`src/rtl/core/iee_pkg.sv`:
```
// ----------------------------------------------------------------------------
// iee_pkg
// shared constants, types and helpers for the infix expression evaluator
// ----------------------------------------------------------------------------
package iee_pkg;

  localparam int unsigned StackDepth = 16;
  localparam int unsigned ValueWidth = 32;
  localparam int unsigned PtrWidth   = $clog2(StackDepth);
  localparam int unsigned CntWidth   = $clog2(StackDepth + 1);

  typedef logic [ValueWidth-1:0] value_t;
  typedef logic [PtrWidth-1:0]   ptr_t;
  typedef logic [CntWidth-1:0]   cnt_t;

  localparam logic [7:0] ChPow   = 8'h5E;
  localparam logic [7:0] ChMul   = 8'h2A;
  localparam logic [7:0] ChDiv   = 8'h2F;
  localparam logic [7:0] ChAdd   = 8'h2B;
  localparam logic [7:0] ChSub   = 8'h2D;
  localparam logic [7:0] ChOpen  = 8'h28;
  localparam logic [7:0] ChClose = 8'h29;
  localparam logic [7:0] ChZero  = 8'h30;
  localparam logic [7:0] ChNine  = 8'h39;

  typedef enum logic [1:0] {
    ErrNone      = 2'd0,
    ErrUnderflow = 2'd1,
    ErrOverflow  = 2'd2,
    ErrDivZero   = 2'd3
  } err_e;

  typedef enum logic [1:0] {
    AluPow = 2'd0,
    AluMul = 2'd1,
    AluDiv = 2'd2,
    AluAdd = 2'd3
  } alu_op_e;

  // alu request / response between sequencer and arithmetic unit
  typedef struct packed {
    logic    start;
    alu_op_e op;
    logic    sub;
    value_t  a;
    value_t  b;
  } alu_req_t;

  typedef struct packed {
    logic   done;
    logic   div_zero;
    value_t res;
  } alu_rsp_t;

  typedef enum logic [3:0] {
    StIdle,
    StClassify,
    StReadTop,
    StCheckTop,
    StReadB,
    StReadA,
    StAluGo,
    StAluWait,
    StWriteRes,
    StFinal,
    StEmitRead,
    StEmit
  } state_e;

  // arithmetic unit states
  typedef enum logic [2:0] {AIdle, ADiv, APowMul, APowSq, ADone} alu_st_e;

  // precedence encoded with an offset: -1 -> 0, 1 -> 2, 2 -> 3, 3 -> 4
  function automatic logic [2:0] prec_of(input logic [7:0] c);
    logic [2:0] p;
    p = 3'd0;
    if (c == ChPow) p = 3'd4;
    else if (c == ChMul || c == ChDiv) p = 3'd3;
    else if (c == ChAdd || c == ChSub) p = 3'd2;
    return p;
  endfunction

endpackage

```
`src/rtl/core/infix_expression_evaluator_core.sv`:
```
// ----------------------------------------------------------------------------
// infix_expression_evaluator_core
// two-stack infix evaluator with value and operator stacks held in rams
// ----------------------------------------------------------------------------
// sequencing: a digit or '(' passes StClassify and StFinal before the next
//   character is taken; each reduction runs StReadTop through StWriteRes,
//   waiting in StAluWait for the alu; an underflowing one stops at StReadB
// throughput: one character at a time; the sequencer is busy until done
// the result waits in an output register while no new character is taken
// reset: counts, sticky error and state clear; stack rams are not cleared
module infix_expression_evaluator_core
  import iee_pkg::*;
(
  input  logic        clk_i,
  input  logic        rst_ni,
  input  logic        s_axis_tvalid,
  output logic        s_axis_tready,
  input  logic [7:0]  s_axis_tdata,   // [7:0] char_code
  input  logic        s_axis_tlast,   // last_char
  output logic        m_axis_tvalid,
  input  logic        m_axis_tready,
  output logic [39:0] m_axis_tdata    // [31:0] result_value, [33:32] error_code
);

  state_e     st_q, st_d;
  cnt_t       vcnt_q, vcnt_d, ocnt_q, ocnt_d;
  logic [1:0] err_q, err_d;
  logic [7:0] ch_q, ch_d;
  logic       last_q, last_d, drain_q, drain_d;
  logic [7:0] op_q, op_d;
  value_t     b_q, b_d, res_q, res_d;
  logic [1:0] oerr_q, oerr_d;
  logic       ovld_q, ovld_d;

  // memory ports
  logic   v_we, o_we;
  ptr_t   v_addr, o_addr;
  value_t v_wdata, v_rdata;
  logic [7:0] o_wdata, o_rdata;

  alu_req_t alu_req;
  alu_rsp_t alu_rsp;

  iee_ram #(.Width(ValueWidth), .Depth(StackDepth)) u_vstack (
    .clk_i, .we_i(v_we), .addr_i(v_addr), .wdata_i(v_wdata), .rdata_o(v_rdata)
  );
  iee_ram #(.Width(8), .Depth(StackDepth)) u_ostack (
    .clk_i, .we_i(o_we), .addr_i(o_addr), .wdata_i(o_wdata), .rdata_o(o_rdata)
  );
  iee_alu u_alu (.clk_i, .rst_ni, .req_i(alu_req), .rsp_o(alu_rsp));

  function automatic logic [1:0] set_err(input logic [1:0] cur, input err_e e);
    return (cur == ErrNone) ? 2'(e) : cur;
  endfunction

  assign s_axis_tready = (st_q == StIdle) && !ovld_q;

  always_comb begin
    st_d = st_q; vcnt_d = vcnt_q; ocnt_d = ocnt_q; err_d = err_q;
    ch_d = ch_q; last_d = last_q; drain_d = drain_q; op_d = op_q; b_d = b_q;
    res_d = res_q; oerr_d = oerr_q; ovld_d = ovld_q;
    v_we = 1'b0; o_we = 1'b0;
    v_addr = '0; o_addr = '0; v_wdata = '0; o_wdata = '0;
    alu_req = '0;
    if (ovld_q && m_axis_tready) ovld_d = 1'b0;

    case (st_q)
      StIdle: begin
        if (s_axis_tvalid && s_axis_tready) begin
          ch_d = s_axis_tdata; last_d = s_axis_tlast; drain_d = 1'b0;
          st_d = StClassify;
        end
      end
      StClassify: begin
        if (ch_q inside {[ChZero:ChNine]}) begin
          if (vcnt_q >= cnt_t'(StackDepth)) err_d = set_err(err_q, ErrOverflow);
          else begin
            v_we = 1'b1; v_addr = ptr_t'(vcnt_q);
            v_wdata = value_t'(ch_q - ChZero);
            vcnt_d = vcnt_q + 1'b1;
          end
          st_d = StFinal;
        end else if (ch_q == ChOpen) begin
          if (ocnt_q >= cnt_t'(StackDepth)) err_d = set_err(err_q, ErrOverflow);
          else begin
            o_we = 1'b1; o_addr = ptr_t'(ocnt_q); o_wdata = ch_q;
            ocnt_d = ocnt_q + 1'b1;
          end
          st_d = StFinal;
        end else begin
          st_d = StReadTop;
        end
      end
      // read top operator to decide reduce / stop
      StReadTop: begin
        if (ocnt_q == '0) begin
          if (!drain_q && ch_q != ChClose) begin
            o_we = 1'b1; o_addr = '0; o_wdata = ch_q;
            ocnt_d = ocnt_q + 1'b1;
          end
          st_d = drain_q ? StEmitRead : StFinal;
        end else begin
          o_addr = ptr_t'(ocnt_q - 1'b1);
          st_d = StCheckTop;
        end
      end
      StCheckTop: begin
        op_d = o_rdata;
        if (drain_q) st_d = StReadB;
        else if (ch_q == ChClose) begin
          if (o_rdata == ChOpen) begin
            ocnt_d = ocnt_q - 1'b1;
            st_d = StFinal;
          end else st_d = StReadB;
        end else if (prec_of(o_rdata) >= prec_of(ch_q)) st_d = StReadB;
        else begin
          if (ocnt_q >= cnt_t'(StackDepth)) err_d = set_err(err_q, ErrOverflow);
          else begin
            o_we = 1'b1; o_addr = ptr_t'(ocnt_q); o_wdata = ch_q;
            ocnt_d = ocnt_q + 1'b1;
          end
          st_d = StFinal;
        end
      end
      StReadB: begin
        ocnt_d = ocnt_q - 1'b1;
        if (vcnt_q < cnt_t'(2)) begin
          err_d = set_err(err_q, ErrUnderflow);
          st_d = StReadTop;
        end else begin
          v_addr = ptr_t'(vcnt_q - 1'b1);
          st_d = StReadA;
        end
      end
      StReadA: begin
        b_d = v_rdata;
        v_addr = ptr_t'(vcnt_q - cnt_t'(2));
        st_d = StAluGo;
      end
      StAluGo: begin
        alu_req.start = 1'b1;
        alu_req.a = v_rdata;
        alu_req.b = b_q;
        alu_req.sub = 1'b1;
        if (op_q == ChPow) alu_req.op = AluPow;
        else if (op_q == ChMul) alu_req.op = AluMul;
        else if (op_q == ChDiv) alu_req.op = AluDiv;
        else begin
          alu_req.op = AluAdd;
          alu_req.sub = (op_q != ChAdd);
        end
        st_d = StAluWait;
      end
      StAluWait: begin
        if (alu_rsp.done) st_d = StWriteRes;
      end
      StWriteRes: begin
        if (alu_rsp.div_zero) err_d = set_err(err_q, ErrDivZero);
        v_we = 1'b1; v_addr = ptr_t'(vcnt_q - cnt_t'(2)); v_wdata = alu_rsp.res;
        vcnt_d = vcnt_q - 1'b1;
        st_d = StReadTop;
      end
      StFinal: begin
        if (last_q) begin
          drain_d = 1'b1;
          st_d = StReadTop;
        end else st_d = StIdle;
      end
      StEmitRead: begin
        v_addr = ptr_t'(vcnt_q - 1'b1);
        st_d = StEmit;
      end
      StEmit: begin
        if (vcnt_q == '0) begin
          res_d = '0;
          oerr_d = set_err(err_q, ErrUnderflow);
        end else begin
          res_d = v_rdata;
          oerr_d = err_q;
        end
        ovld_d = 1'b1;
        vcnt_d = '0; ocnt_d = '0; err_d = ErrNone; drain_d = 1'b0;
        st_d = StIdle;
      end
      default: st_d = StIdle;
    endcase
  end

  always_ff @(posedge clk_i or negedge rst_ni) begin
    if (!rst_ni) begin
      st_q <= StIdle; vcnt_q <= '0; ocnt_q <= '0; err_q <= '0;
      ovld_q <= 1'b0; drain_q <= 1'b0;
    end else begin
      st_q <= st_d; vcnt_q <= vcnt_d; ocnt_q <= ocnt_d; err_q <= err_d;
      ovld_q <= ovld_d; drain_q <= drain_d;
    end
  end

  always_ff @(posedge clk_i) begin
    ch_q <= ch_d; last_q <= last_d; op_q <= op_d; b_q <= b_d;
    res_q <= res_d; oerr_q <= oerr_d;
  end

  assign m_axis_tvalid = ovld_q;
  assign m_axis_tdata  = {6'd0, oerr_q, res_q};

  // counts never exceed the stack depth
  a_vcnt_range: assert property (@(posedge clk_i) disable iff (!rst_ni)
    vcnt_q <= cnt_t'(StackDepth)) else $error("value count out of range");
  a_ocnt_range: assert property (@(posedge clk_i) disable iff (!rst_ni)
    ocnt_q <= cnt_t'(StackDepth)) else $error("operator count out of range");
  // a result is emitted with stacks cleared
  a_emit_clear: assert property (@(posedge clk_i) disable iff (!rst_ni)
    st_q == StEmit |=> vcnt_q == '0 && ocnt_q == '0 && err_q == '0)
    else $error("stacks not cleared after result");
  // no new character taken while a result waits
  a_no_accept: assert property (@(posedge clk_i) disable iff (!rst_ni)
    m_axis_tvalid |-> !s_axis_tready) else $error("accept while result pending");

endmodule

```
`src/rtl/core/iee_ram.sv`:
```
// ----------------------------------------------------------------------------
// iee_ram
// generic single port ram with registered read
// ----------------------------------------------------------------------------
module iee_ram #(
  parameter int unsigned Width = 8,
  parameter int unsigned Depth = 16
) (
  input  logic                     clk_i,
  input  logic                     we_i,
  input  logic [$clog2(Depth)-1:0] addr_i,
  input  logic [Width-1:0]         wdata_i,
  output logic [Width-1:0]         rdata_o
);

  logic [Width-1:0] mem_q [Depth];

  always_ff @(posedge clk_i) begin
    if (we_i) begin
      mem_q[addr_i] <= wdata_i;
    end
    rdata_o <= mem_q[addr_i];
  end

endmodule

```
`src/rtl/core/iee_alu.sv`:
```
// ----------------------------------------------------------------------------
// iee_alu
// multi-cycle arithmetic: add/sub, multiply, restoring divide, power
// ----------------------------------------------------------------------------
module iee_alu
  import iee_pkg::*;
(
  input  logic     clk_i,
  input  logic     rst_ni,
  input  alu_req_t req_i,
  output alu_rsp_t rsp_o
);

  localparam int unsigned BitCntW = $clog2(ValueWidth + 1);

  alu_st_e            st_q, st_d;
  value_t             a_q, a_d, b_q, b_d, acc_q, acc_d, rem_q, rem_d;
  logic               neg_q, neg_d, dz_q, dz_d;
  logic [BitCntW-1:0] cnt_q, cnt_d;
  value_t             mag_a, mag_b, rem_sh;
  logic [ValueWidth:0] trial;

  assign mag_a = req_i.a[ValueWidth-1] ? (~req_i.a + 1'b1) : req_i.a;
  assign mag_b = req_i.b[ValueWidth-1] ? (~req_i.b + 1'b1) : req_i.b;
  assign rem_sh = {rem_q[ValueWidth-2:0], a_q[ValueWidth-1]};
  assign trial  = {1'b0, rem_sh} - {1'b0, b_q};

  always_comb begin
    st_d = st_q; a_d = a_q; b_d = b_q; acc_d = acc_q; rem_d = rem_q;
    neg_d = neg_q; dz_d = dz_q; cnt_d = cnt_q;
    case (st_q)
      AIdle: begin
        if (req_i.start) begin
          dz_d = 1'b0;
          st_d = ADone;
          case (req_i.op)
            AluAdd: acc_d = req_i.sub ? req_i.a - req_i.b : req_i.a + req_i.b;
            AluMul: acc_d = value_t'(req_i.a * req_i.b);
            AluDiv: begin
              if (req_i.b == '0) begin
                dz_d = 1'b1;
                acc_d = '0;
              end else begin
                a_d = mag_a; b_d = mag_b; rem_d = '0; acc_d = '0;
                neg_d = req_i.a[ValueWidth-1] ^ req_i.b[ValueWidth-1];
                cnt_d = BitCntW'(ValueWidth);
                st_d = ADiv;
              end
            end
            AluPow: begin
              if (req_i.b[ValueWidth-1]) begin
                if (req_i.a == value_t'(1)) acc_d = value_t'(1);
                else if (req_i.a == '1) acc_d = req_i.b[0] ? '1 : value_t'(1);
                else acc_d = '0;
              end else begin
                a_d = req_i.a; b_d = req_i.b; acc_d = value_t'(1);
                st_d = APowMul;
              end
            end
            default: acc_d = '0;
          endcase
        end
      end
      ADiv: begin
        if (!trial[ValueWidth]) begin
          rem_d = trial[ValueWidth-1:0];
          acc_d = {acc_q[ValueWidth-2:0], 1'b1};
        end else begin
          rem_d = rem_sh;
          acc_d = {acc_q[ValueWidth-2:0], 1'b0};
        end
        a_d = {a_q[ValueWidth-2:0], 1'b0};
        cnt_d = cnt_q - 1'b1;
        if (cnt_q == BitCntW'(1)) begin
          if (neg_q) acc_d = ~acc_d + 1'b1;
          st_d = ADone;
        end
      end
      // one multiply per cycle, registered between steps
      APowMul: begin
        if (b_q == '0) st_d = ADone;
        else begin
          if (b_q[0]) acc_d = value_t'(acc_q * a_q);
          st_d = APowSq;
        end
      end
      APowSq: begin
        a_d = value_t'(a_q * a_q);
        b_d = b_q >> 1;
        st_d = APowMul;
      end
      ADone: st_d = AIdle;
      default: st_d = AIdle;
    endcase
  end

  always_ff @(posedge clk_i or negedge rst_ni) begin
    if (!rst_ni) begin
      st_q <= AIdle;
    end else begin
      st_q <= st_d;
    end
  end

  always_ff @(posedge clk_i) begin
    a_q <= a_d; b_q <= b_d; acc_q <= acc_d; rem_q <= rem_d;
    neg_q <= neg_d; dz_q <= dz_d; cnt_q <= cnt_d;
  end

  assign rsp_o.done     = (st_q == ADone);
  assign rsp_o.div_zero = dz_q;
  assign rsp_o.res      = acc_q;

endmodule
```
`config.mk`:
```
export PLATFORM = sky130hd
export DESIGN_NAME = infix_expression_evaluator_core
export DESIGN_NICKNAME = d
export VERILOG_FILES = /design/src/rtl/core/iee_pkg.sv /design/src/rtl/core/infix_expression_evaluator_core.sv /design/src/rtl/core/iee_ram.sv /design/src/rtl/core/iee_alu.sv
export SDC_FILE = /design/constraint.sdc
export NUM_CORES = 2
export LEC_CHECK = 0
export BUFFER_PORTS_ARGS = -buffer_cell sky130_fd_sc_hd__buf_2
export CAP_MARGIN = 20
export CORE_MARGIN = 3
export CORE_UTILIZATION = 65
export DETAILED_ROUTE_END_ITERATION = 8
export GPL_TIMING_DRIVEN = 0
export HOLD_SLACK_MARGIN = 0.05
export PLACE_DENSITY = 0.87
export SLEW_MARGIN = 25
export SYNTH_ARGS = -nofsm -noshare
export SYNTH_HDL_FRONTEND = slang
export SYNTH_SLANG_ARGS = --single-unit
```
`constraint.sdc`:
```
create_clock -name clk_i -period 23.4 [get_ports clk_i]
set_input_delay 4.68 -clock clk_i [delete_from_list [all_inputs] [get_ports clk_i]]
set_output_delay 4.68 -clock clk_i [all_outputs]
set_load 0.02 [all_outputs]
```
Word-level counts from Yosys, hierarchy flattened
Memories as Yosys holds them, arrays and structs flattened. A register that Yosys moved wholly into a read port is not among the register bits.
Index checks and enable logic that the tools add are counted.

storage, ports and cells
  latch bits = 0
  output and inout port bits = 42
  word-level logic and storage cells = 305
  memory bits (read-only) = 0
  flip-flop bits (word level) = 239
  bits in writable memories = 640
  memories = 2
  bits of input ports = 13

cells by class
  multiply operators = 3
  $lt $le $gt $ge = 6
  div/mod/pow operators = 0
  muxes and demuxes = 147
  equal/unequal tests = 67
  reductions and logical operators = 42
  bitwise gates (word level) = 5
  shifts and indexed selects = 0
  $add $sub $neg = 13

memories
  name            depth  width  rd ports  clocked after memory_dff  write ports  RTL line       source
  u_vstack.mem_q  16     32     1         1                         1            iee_ram.sv:16  logic [Width-1:0] mem_q [Depth];
  u_ostack.mem_q  16     8      1         1                         1            iee_ram.sv:16

operators with widths
  operator               number
  $mux 32                21
  $pmux 32 s2            4
  $pmux 32 s3            2
  $pmux 32 s4            1
  $mux 31                4
  $eq 8x6->1 const B     13
  $add 32x1->32 const B  3
  $mul 32x32->32         3
  $not 32->32            3
  $mux 4                 19
  $mux 68                1
  $logic_not 32->1       2
  $mux 8                 8
  $pmux 31 s2            1
  $mux 5                 11
  $pmux 4 s11            1
  $mux 2                 21
  $mux 3                 14
  $ne 2x2->1 const B     17
  $sub 32x32->33         1
  $add 32x32->32         1
  $eq 32x1->1 const B    1
  $eq 32x32->1 const B   1
  $sub 32x32->32         1
  other kinds (56)       129

Depth between registers and ports, before layout
  depth after elaboration = 15
  gate-level depth with buffers = 37
  depth with buffers taken out = 30

By module
A second synthesis with hierarchy kept.

unflattened totals
  cells, all modules = 8055
  area, all modules = 87777.9 um^2

by module, submodules not included
  module                           area each (um^2)  times used  cells an instance  seq. area each (um^2)
  iee_alu                          56955.9           1           6399               4129.0
  iee_ram at u_vstack              19862.8           1           840                16015.4
  infix_expression_evaluator_core  5891.9            1           586                2942.8
  iee_ram at u_ostack              5067.4            1           230                4003.8

Worst setup path before layout
OpenSTA, ideal clock, no wires.

  path kind = reg2reg
  start = register st_q[3]
  end = register u_alu.acc_q[28] (data pin)
  period minus slack after synthesis = 8979 ps
  cell stages (with the launch flop) = 35
  path slack = 14421 ps
  required time = 23141 ps
  setup time = 259 ps
  data arrival time = 8720 ps
  buffers on the path = 7
  cells stage by stage = dfrtp_1 -> and4bb_2 -> buf_4 -> clkbuf_1 -> buf_2 -> buf_2 -> clkbuf_1 -> clkbuf_1 -> clkbuf_1 -> and3_1 -> fa_1 -> fa_1 -> fa_1 -> inv_1 -> fa_1 -> inv_1 -> fa_1 -> inv_1 -> fa_1 -> inv_1 -> fa_1 -> fa_1 -> ha_1 -> a21o_1 -> a21o_1 -> a21o_1 -> a22oi_1 -> nand2_1 -> o21a_1 -> o21a_1 -> nor2_1 -> xnor2_1 -> a221oi_1 -> o22ai_1 -> a211o_1

on the way
  cells in the longest elaborated chain, start to end = 9
  elaborated cells on any way between the ends = 19
  classes of those cells = add/sub (2); mul (1); eq/ne (6); mux (9); reduce/logical (1)

RTL lines
  what                                                                    RTL line                                source
  from (decl)                                                             infix_expression_evaluator_core.sv:25   state_e st_q, st_d;
  from (signal assigned)                                                  infix_expression_evaluator_core.sv:194  st_q <= st_d; vcnt_q <= vcnt_d; ocnt_q <= ocnt_d; err_q <= err_d;
  $eq 4x3->1 (*)                                                          infix_expression_evaluator_core.sv:67   case (st_q)
  $mux 68 (*)                                                             infix_expression_evaluator_core.sv:67
  parallel branches: the longest is 4 deep, another holds $mul 32x32->32  n/a
  $pmux 32 s4 (*)                                                         iee_alu.sv:36                           case (req_i.op)
  $mux 32 (*)                                                             iee_alu.sv:33                           if (req_i.start) begin
  $pmux 32 s3 (*)                                                         iee_alu.sv:31                           case (st_q)
  net u_alu.acc_d[28]                                                     iee_alu.sv:17                           value_t a_q, a_d, b_q, b_d, acc_q, acc_d, rem_q, rem_d;
  to (signal assigned)                                                    iee_alu.sv:106                          a_q <= a_d; b_q <= b_d; acc_q <= acc_d; rem_q <= rem_d;
  to (decl)                                                               iee_alu.sv:17

Mark *: on every way through the listed nets, which the timed path passes. The select of a mux whose other input is x is not followed.
A chain may end at the register's enable or synchronous reset.

Worst setup path in the final report
  start = register st_q[3]
  end = register u_alu.acc_q[23] (data pin)

The elaborated chain is that of the path after synthesis.

==> results.cfg <==
[run_status]
run_status = finished with violations
violations = DRC

[logic_synthesis]
synth_xor_xnor_area_share_pct = 3.54
post_synth_inst_count = 9079
synth_simple_gate_area_share_pct = 14.5
combinational_family_with_the_most_area_after_synthesis = adder cells
seq_total_area_yosys_pct = 30.2
synth_largest_area_cell = sky130_fd_sc_hd__edfxtp_1
post_synth_fa_ha_maj_area_fraction_pct = 32.6
synth.cell_area_sq_um = 89800
synthMostInstantiatedCell = sky130_fd_sc_hd__inv_1
synth_edf_count = 858
ys_dominant_reg_cell = sky130_fd_sc_hd__edfxtp_1
yosys-top-cells-count = sky130_fd_sc_hd__inv_1 (1514), sky130_fd_sc_hd__nand2_1 (1261), sky130_fd_sc_hd__fa_1 (1184)
synth.area.top_cells = sky130_fd_sc_hd__edfxtp_1 (29%), sky130_fd_sc_hd__fa_1 (26%), sky130_fd_sc_hd__inv_1 (6.3%)
ys_ff_latch = 919
synth.yosys.warnings = 0
synth_mux_area_share_pct = 0.923
yosysTopAreaCellShare_pct = 28.7
synth_async_sr_flop_share_pct = 2.29
synth_compound_area_share_pct = 9.34
ys_types = 100
avg_inst_size_synth_sq_um = 9.89

[place]
buffer_ports.inserted = 48
finalWeightedCongestion = 1.11
dp_hpwl_mm = 246

[setup_path]
cpMostUsedCell = sky130_fd_sc_hd__fa_1
critPathLaunch = st_q[3]
startpoint_type = flop
critical_path.endpoint = u_alu.acc_q[23]
register_to_register_setup_slack_ps = 10790
critPathRequiredTime_ps = 23980
cp_max_fo = 10
ff2ff_path_depth = 33
cp_data_arrival_time_ps = 13190
setup.worst_path.end_class = flop
critical_path.slowest_cell = sky130_fd_sc_hd__clkbuf_1
critical_path.reg2reg.endpoint = u_alu.acc_q[23]
r2r-start = st_q[3]
worstSetupPathType = flop to flop
timing.critical_path.slowest_cell_delay_ps = 830

[clock_tree]
clkTransAtPathRegs_ps = 60
clk_root_buffer_cell = sky130_fd_sc_hd__clkbuf_16
cts_num_sinks = 919
worst_skew_pair.late_latency_ps = 740
cts_buf_count = 91
cts_buffer_depth = 3
holdBufCountCts = 0
post_cts_resized = 0
tritoncts = built
cts_setup_buffers = 0
cts-htree-levels = 3

[timing]
clock_skew_ps = 102
unrepaired_setup_endpoints_after_global_routing = false
slew-limit-headroom_pct = 19.4
finalHoldViolations = 0
ratio_of_final_minimum_period_to_clock_period_pct = 53.9
totalNegativeSetupSlack_ps = 0
period_needed_ps = 12610
tightest_pin_transition_ps = 1210
timing.final.max_slew_violations = 0
setup_violations = 0
fmaxAchievable_ghz = 0.0793

[layout]
design.final.nets = 10900
post_route_cells_drive_above_1_share_pct = 3.63
seqCellArea_sq_um = 27100
final.fill_count = 9781
multi_input_comb_area_sq_um = 55000
area_overhead_vs_synth_pct = 7.14

[global_routing]
grt_start_max_net_pins = 29
wire_length_of_the_first_global_routing_pass_mm = 469
gr-total-overflow = 0
grt_use_total_pct = 45.1
antenna_found_initial = 28
first_global_vias = 74400

[detailed_routing]
drt-vias-per-instance = 6.58
wirelength_mm = 320
routed-via-count = 73300
detail_route.iter0.violations = 10800
route.detailed.drc = 6
ant_nets = 0
post_drt_wl_per_cell_microns = 28.7
drt_first_pass_iters = 9

[die]
io_pins = 55
fp.dieH_microns = 378
core_area_sq_um = 136000
fp.dieArea_sq_um = 143000
placementRows = 135
die-width_microns = 378
start_util_pct = 65.9

[run]
maxCapViolCount = 0

[min_path]
hold_path_class = flop to flop
critical path: cells and delay by family (launching register included):
family,cells,cell delay [ps]
AOI/OAI and AO/OA,9,2230
and+or+nand+nor,4,1430
DFF,1,450
adders and majority gates,9,3890
buffers and inverters,10,3650
xor gates and xnor gates,1,810
layout by cell type, fill, tap and decap left out, types with 21 or more instances in the layout:
master	count
sky130_fd_sc_hd__buf_1	30
sky130_fd_sc_hd__nand2b_1	46
sky130_fd_sc_hd__nor4_1	29
sky130_fd_sc_hd__nand3_1	82
sky130_fd_sc_hd__ha_1	448
sky130_fd_sc_hd__fa_1	1184
sky130_fd_sc_hd__xnor2_1	269
sky130_fd_sc_hd__clkbuf_16	91
sky130_fd_sc_hd__nor2b_1	50
sky130_fd_sc_hd__or3_1	27
sky130_fd_sc_hd__o22ai_1	23
sky130_fd_sc_hd__a21oi_1	302
sky130_fd_sc_hd__nand4_1	28
sky130_fd_sc_hd__inv_1	1513
sky130_fd_sc_hd__clkbuf_1	537
sky130_fd_sc_hd__buf_2	77
sky130_fd_sc_hd__dfxtp_1	40
sky130_fd_sc_hd__edfxtp_1	858
sky130_fd_sc_hd__o21bai_1	21
sky130_fd_sc_hd__dfrtp_1	21
sky130_fd_sc_hd__o211ai_1	21
sky130_fd_sc_hd__nor3_1	80
sky130_fd_sc_hd__o221ai_1	32
sky130_fd_sc_hd__a311oi_1	21
sky130_fd_sc_hd__a21o_1	98
sky130_fd_sc_hd__o21a_1	27
sky130_fd_sc_hd__nand2_1	1261
sky130_fd_sc_hd__xor2_1	94
sky130_fd_sc_hd__and3_1	346
sky130_fd_sc_hd__nor2_1	273
sky130_fd_sc_hd__mux2i_1	79
sky130_fd_sc_hd__a211oi_1	262
sky130_fd_sc_hd__o21ai_0	172
sky130_fd_sc_hd__o31ai_1	31
sky130_fd_sc_hd__a31oi_1	107
sky130_fd_sc_hd__and2_1	400
how the worst min path moves through the flow:
stage / to / slack (ps) / from / depth (start not counted)
2_1_floorplan: op_q[7] / 400 / u_ostack.rdata_o[7] / 0
3_3_place_gp: b_q[31] / 410 / u_vstack.rdata_o[31] / 0
3_5_place_dp: b_q[26] / 420 / u_vstack.rdata_o[26] / 0
4_1_cts: b_q[26] / 440 / u_vstack.rdata_o[26] / 0
5_1_grt: b_q[25] / 440 / u_vstack.rdata_o[25] / 0
6_report: b_q[26] / 440 / u_vstack.rdata_o[26] / 0
final cells by class:
cell class              count  share of cell area, %
repair buffers             86                   1.01
diodes                      8                 0.0208
well taps                1781                   2.32
inverters                1519                   5.93
clock inverters            48                  0.555
plain buffers             583                   2.36
multi-input cells        6064                   57.1
clock buffers             120                   2.51
flip-flops and latches    919                   28.2
sequential cells by signal, summed over array words and instances, names as in the netlist, 31 cells and up:
name / cells
u_vstack.rdata_o: 32
u_alu.acc_q: 32
u_ostack.mem_q: 128
u_vstack.mem_q: 512
u_alu.rem_q: 31
u_alu.a_q: 32
res_q: 32
b_q: 32
u_alu.b_q: 32
kinds of logic (layout without fill, tap and decap cells):
logic type      count (synthesis)  count (layout)
other cells                     2              16
xor+xnor                      363             363
simple gates                 2709            2709
flops                         919             919
buf+inv                      2102            2356
fa+ha+maj                    1632            1632
mux                            82              82
compound gates               1270            1270
layer usage:
metal | part of all wire, % | track usage (%)
met4 | 7.8 | 27.2
met5 | 0.067 | 0.412
met2 | 42 | 65.3
met1 | 35 | 57.6
met3 | 16 | 17.5
stage by stage:
step                util (%)  hold slack (ps)  cells  area [sq um]  worst slack, ps
finish                  70.6              435  11100         96200            10790
global route            70.5              443  11100         96200            10980
CTS                     70.5              437  11100         96100            11460
detailed placement      68.4              422  11000         93200            11510
global placement        67.7              411  10900         92300            11340
floorplan                  -              400   9085         89800            14420
Power is not shown: default switching activity piles up to over one toggle a cycle in this logic, so the estimate is an artifact.
